## config.mk

```make
export PLATFORM = sky130hd
export DESIGN_NAME = kls_cell
export DESIGN_NICKNAME = d
export VERILOG_FILES = /design/src/rtl/assert_macros.svh /design/src/rtl/kls_pkg.sv /design/src/rtl/kls_cell.sv
export SDC_FILE = /design/constraint.sdc
export NUM_CORES = 1
export LEC_CHECK = 0
export BUFFER_PORTS_ARGS = -buffer_cell sky130_fd_sc_hd__buf_2
export CORE_UTILIZATION = 37
export CTS_CLUSTER_DIAMETER = 60
export CTS_CLUSTER_SIZE = 28
export DETAILED_ROUTE_END_ITERATION = 8
export PLACE_DENSITY = 0.69
export SKIP_CTS_REPAIR_TIMING = 1
export SYNTH_ARGS = -nofsm -noshare
export SYNTH_HDL_FRONTEND = slang
export SYNTH_SLANG_ARGS = --single-unit
export TNS_END_PERCENT = 20
```

## constraint.sdc

```tcl
create_clock -name clk -period 4.7 [get_ports clk]
set_input_delay 0.94 -clock clk [delete_from_list [all_inputs] [get_ports clk]]
set_output_delay 0.94 -clock clk [all_outputs]
set_load 0.02 [all_outputs]
```

## src/rtl/assert_macros.svh

```systemverilog
// Assertion macros used by the top level of the k-th largest selector.
// Depends on nothing; the using module supplies clk and rst_n.
`ifndef ASSERT_MACROS_SVH
`define ASSERT_MACROS_SVH

`ifndef NO_ASSERTIONS
// Checked on every rising edge of clk while reset is released.
`define KLS_ASSERT(label, prop, msg) \
    label: assert property (@(posedge clk) disable iff (!rst_n) (prop)) else $error(msg);
// Checked on every rising edge of clk, during reset as well.
`define KLS_ASSERT_ALWAYS(label, prop, msg) \
    label: assert property (@(posedge clk) (prop)) else $error(msg);
`else
`define KLS_ASSERT(label, prop, msg)
`define KLS_ASSERT_ALWAYS(label, prop, msg)
`endif

`endif

```

## src/rtl/kls_pkg.sv

```systemverilog
// Shared types and constants of the k-th largest selector.
// Depends on nothing; used by kls_cell and kth_largest_selector.
package kls_pkg;

    localparam int DATA_W         = 32;
    localparam int RANK_W         = 11;
    localparam int TOPK_DEPTH_DEF = 1024;
    localparam logic [RANK_W-1:0] RANK_RESET = RANK_W'(1);

    // One incoming transaction.
    typedef struct packed {
        logic signed [DATA_W-1:0] sample_value;
        logic                     set_end;
    } sample_t;

    // One outgoing transaction.
    typedef struct packed {
        logic signed [DATA_W-1:0] kth_value;
        logic                     result_valid;
    } result_t;

    // Command broadcast to every cell of the chain.
    typedef struct packed {
        logic                     insert;
        logic                     drain;
        logic signed [DATA_W-1:0] sample;
    } cell_ctrl_t;

endpackage

```

## src/rtl/kls_cell.sv

```systemverilog
// One compare-and-shift cell of the sorted chain.
// Depends on kls_pkg.
module kls_cell #(
    parameter int INDEX = 0,
    parameter int CNT_W = 11
) (
    input  logic                             clk,
    input  kls_pkg::cell_ctrl_t              ctrl,
    input  logic [CNT_W-1:0]                 count,
    input  logic                             prev_keep,
    input  logic signed [kls_pkg::DATA_W-1:0] prev_value,
    input  logic signed [kls_pkg::DATA_W-1:0] next_value,
    output logic                             keep,
    output logic signed [kls_pkg::DATA_W-1:0] value
);
    import kls_pkg::*;

    logic signed [DATA_W-1:0] value_reg;
    logic signed [DATA_W-1:0] value_next;

    // The cell keeps its word when it is occupied and not smaller than the
    // new sample, so an equal sample lands behind it.
    assign keep  = (CNT_W'(INDEX) < count) && (value_reg >= ctrl.sample);
    assign value = value_reg;

    always_comb
    begin
        value_next = value_reg;
        if (ctrl.insert)
        begin
            if (keep)
                value_next = value_reg;
            else if (prev_keep)
                value_next = ctrl.sample;
            else
                value_next = prev_value;
        end
        else if (ctrl.drain)
        begin
            value_next = next_value;
        end
    end

    always_ff @(posedge clk)
    begin
        value_reg <= value_next;
    end

endmodule
```

# Word-level counts from Yosys, hierarchy flattened
# Cells that the tools add are included.
dict set report totals {
  latch_bits 0
  ramBits 0
  rom_bits 0
  reg_bits 32
  mem_count 0
  in_bits 111
}
dict set report classes {
  div 0
  mux 4
  addsub 0
  n_lt_le_gt_ge 2
  multipliers 0
  n_shift 0
  n_bitwise 0
  n_eq_ne 1
  n_reduce_logical 3
}
# op count
set ops {}
lappend ops {{32-bit 2-to-1 mux} 4}
lappend ops {{32-bit >= comparator} 1}
lappend ops {{1-bit by 11-bit less-than comparator with 1-bit output (first input constant)} 1}
lappend ops {{2-bit inequality test (second input constant)} 1}
lappend ops {{2-bit AND reduction} 1}
lappend ops {{2-bit nonzero test} 1}
lappend ops {{1-bit logical AND} 1}

# Logic depth before layout (Yosys ltp)
dict set report depth {
  ltp_word 4
  ltp_mapped 8
}

# Worst setup path after synthesis
# Ideal clock, no wire load.
dict set report synth_path {
  kind {input to register}
  start {input ctrl[14] in the netlist's numbering}
  end {register value_reg[0] (netlist: value[0]) (enable)}
  cell_stages 8
  arrival_time_ns 3.128
  t_required_ns 4.306
  n_path_buf 0
  path_slack_ns 1.178
  cell_sequence {inv_1 > ha_1 > and4_4 > a211oi_2 > o21ai_1 > o32ai_1 > nor3b_2 > o32a_1}
}
dict set report synth_between {
  elab_chain_cells 4
}
# item line
set synth_lines {}
lappend synth_lines {{start, declared} kls_cell.sv:8} ;# input kls_pkg::cell_ctrl_t ctrl,
lappend synth_lines {{32-bit >= comparator} kls_cell.sv:23} ;# assign keep = (CNT_W'(INDEX) < count) && (value_reg >= ctrl.sample);
lappend synth_lines {{1-bit logical AND} kls_cell.sv:23}
lappend synth_lines {{2-bit inequality test (no source line)} --}
lappend synth_lines {{2-bit AND reduction (no source line)} --}
lappend synth_lines {{end signal, assigned} kls_cell.sv:46} ;# value_reg <= value_next;
lappend synth_lines {{end, declared} kls_cell.sv:18} ;# logic signed [DATA_W-1:0] value_reg;
# No other way between the ends.
# A chain may end at the register's enable or synchronous reset.

# Worst setup path after layout
dict set report layout_path {
  start {input ctrl[31] in the netlist's numbering}
  end {output keep}
}
dict set report layout_between {
  elab_chain_cells 2
}
# item line
set layout_lines {}
lappend layout_lines {{32-bit >= comparator} kls_cell.sv:23}
lappend layout_lines {{1-bit logical AND} kls_cell.sv:23}
lappend layout_lines {{end, declared} kls_cell.sv:13} ;# output logic keep,
# No other way between the ends.

==> metrics <==
die area=0.00709 sq mm; WL/cell=13.4 microns; IO Count=144; Die Ht=84.2 microns; Placement Rows=29; core outline area=0.00642 sq mm; Critical Path Source Type=input port; actual slew at the worst max-slew pin=1.03 ns; Clock Path Buffers=2; min Tclk post-route=3.73 ns; Layout Nets=543; clock buffer count from CTS=5; share of post-route cells with drive strength above 1=39.2%; # DRC=18; vias=2352; GP Congestion=0.782; Post-DP HPWL=5.07 mm; clock root buffer=clkbuf_8; Largest register FFs=32; initial antenna violation count=0; failing checks=DRC; dominant synthesized flop cell=edfxtp_1; synthesized flop and latch total=32; PD cells=264 mW/mm^2; multi-input logic area=0.00138 sq mm; Area growth, synth to finish=34.2%; TNS Setup=0 ns; Synth Instances=260; antenna-violating nets left=0; Critical Path Sink Type=output pin; clock sinks=32; unrepaired setup endpoints after global routing=false; final setup vio count=0; YS warnings=0; sequential cell area=961 sq um; drt pass-1 iters=6; Routed WL=6.39 mm; Max Cap Viol=0; Fmax achieved=0.268 GHz; most frequent cells in the layout=buf_2, a21oi_1, nor2_1; sequential share of the synthesized area=38.4%; synth unique cells=33; worst slack at placement=0.940 ns; Tcrit/Tclk final=79.4%; Final Util=52.3%; VDD IR max=117 uV; cell area after synthesis=0.00250 sq mm; pin count of the biggest net entering global routing=35; DRT iter0 DRCs=64; Layout Skew=0.00988 ns; Worst EP arrival=2.79 ns; All-Layer GR Usage=18.3%; first-pass GRT wire length=10.3 mm; WS Path Type=input port to output pin; CTS tree=built; Final Hold Viols=0; DR vias/cell=4.92; commonest non-fill, non-tap cell in the layout=buf_2; GRT overflow=0; relative slew slack=31.3%; critical path data required time=3.76 ns; post-synthesis async set-or-reset flop share=0%; IO Port Bufs=143; outcome=finished with violations; CP Max Fanout=3; leak pwr=1.73 nW; number of global-route vias before repair=2300; syn_nets=403; Mean Syn Cell Area=9.61 sq um; Slew Viols, Final=0; ant diodes=0; Post-synth EDFFs=32; Worst Hold Class=input port to register; initial core utilization=38.9%; Fill cells=618; setup ws final=0.969 ns; Die X=84.2 microns; CTS H-tree depth=2; Clock Pin Slew Worst Setup and Hold Paths=0.07 ns; clk_lat worst skew=0.28 ns
-- cells by family after synthesis --
logic type,share of synthesized area [%]
AO/OA/AOI/OAI,13.7
adder cells (fa/ha/maj),16.0
buffers and inverters,6.61
flip-flops,38.4
multiplexers,12.8
AND/OR/NAND/NOR,12.4
-- critical path, stage by stage --
cell and delay (ns):
buf_2 0.11, inv_1 0.05, ha_1 0.32, nand4_1 0.17
nor4b_2 0.35, nand2_1 0.11, o31ai_2 0.21, nor3b_2 0.08
nor3_1 0.24, buf_2 0.21
-- metrics by stage --
step,instance area [sq um],power [W],instances,hold WS (ns)
floorplan,2500,0.000568,260,1.17
global placement,3280,0.000680,470,1.26
detailed placement,3280,0.000689,470,1.26
CTS,3360,0.000899,478,0.963
global route,3360,0.000947,478,0.965
finish,3360,0.000885,478,0.977
-- worst paths after layout --
path                               to  depth (start not counted)  slack [ns]           startpoint
setup / recovery                 keep                         10        0.97             ctrl[31]
hold / removal    value[12]$_DFFE_PP_                          3        0.98       next_value[12]
setup reg to reg  value[22]$_DFFE_PP_                          7        1.74  value[14]$_DFFE_PP_
hold reg to reg    value[2]$_DFFE_PP_                          3        1.57  value[31]$_DFFE_PP_
-- metal layers --
layer	vias up	GRT usage, %	wire length, microns	part of all wire (%)
met4	0	4.86	35	0.55
met2	85	32.7	3180	50
met5	-	0	0	0
li1	1217	-	-	-
met3	2	3.74	407	6.4
met1	1048	22.6	2770	43
-- power breakdown --
group / switching (W) / total, W / internal, W / leakage, nW
registers: 0.0000176 / 0.000378 / 0.000361 / 0.308
clock network: 0.000103 / 0.000206 / 0.000103 / 0.0399
logic: 0.000174 / 0.000301 / 0.000127 / 1.38
total: 0.000294 / 0.000885 / 0.000591 / 1.73
-- synth_stat cells, types with 2 or more instances --
cell type   n  area share [%]
a21oi_1    44             8.8
clkbuf_1    7             1.1
nor4_1      3            0.75
a21o_1      2            0.60
o21ai_1     3            0.60
inv_1      32             4.8
buf_2       3            0.60
mux2i_1    32              13
edfxtp_1   32              38
nor2_1     33             5.0
nor3_1      2            0.40
nor2b_1     2            0.50
nand2_1     8             1.2
nand4_1     4             1.0
nand2b_1    2            0.50
and4_1      2            0.70
ha_1       32              16
a211oi_2    2             1.0
-- cell type report --
cell class                 count  share of cell area [%]
clock inverter                 1                   0.112
clock buffer                   7                    2.27
timing repair buffer         144                    21.6
inverter                      32                    3.58
multi-input combinational    185                    41.0
tap                           77                    2.87
sequential                    32                    28.6
Note: power is estimated with default switching activity, not from simulation.
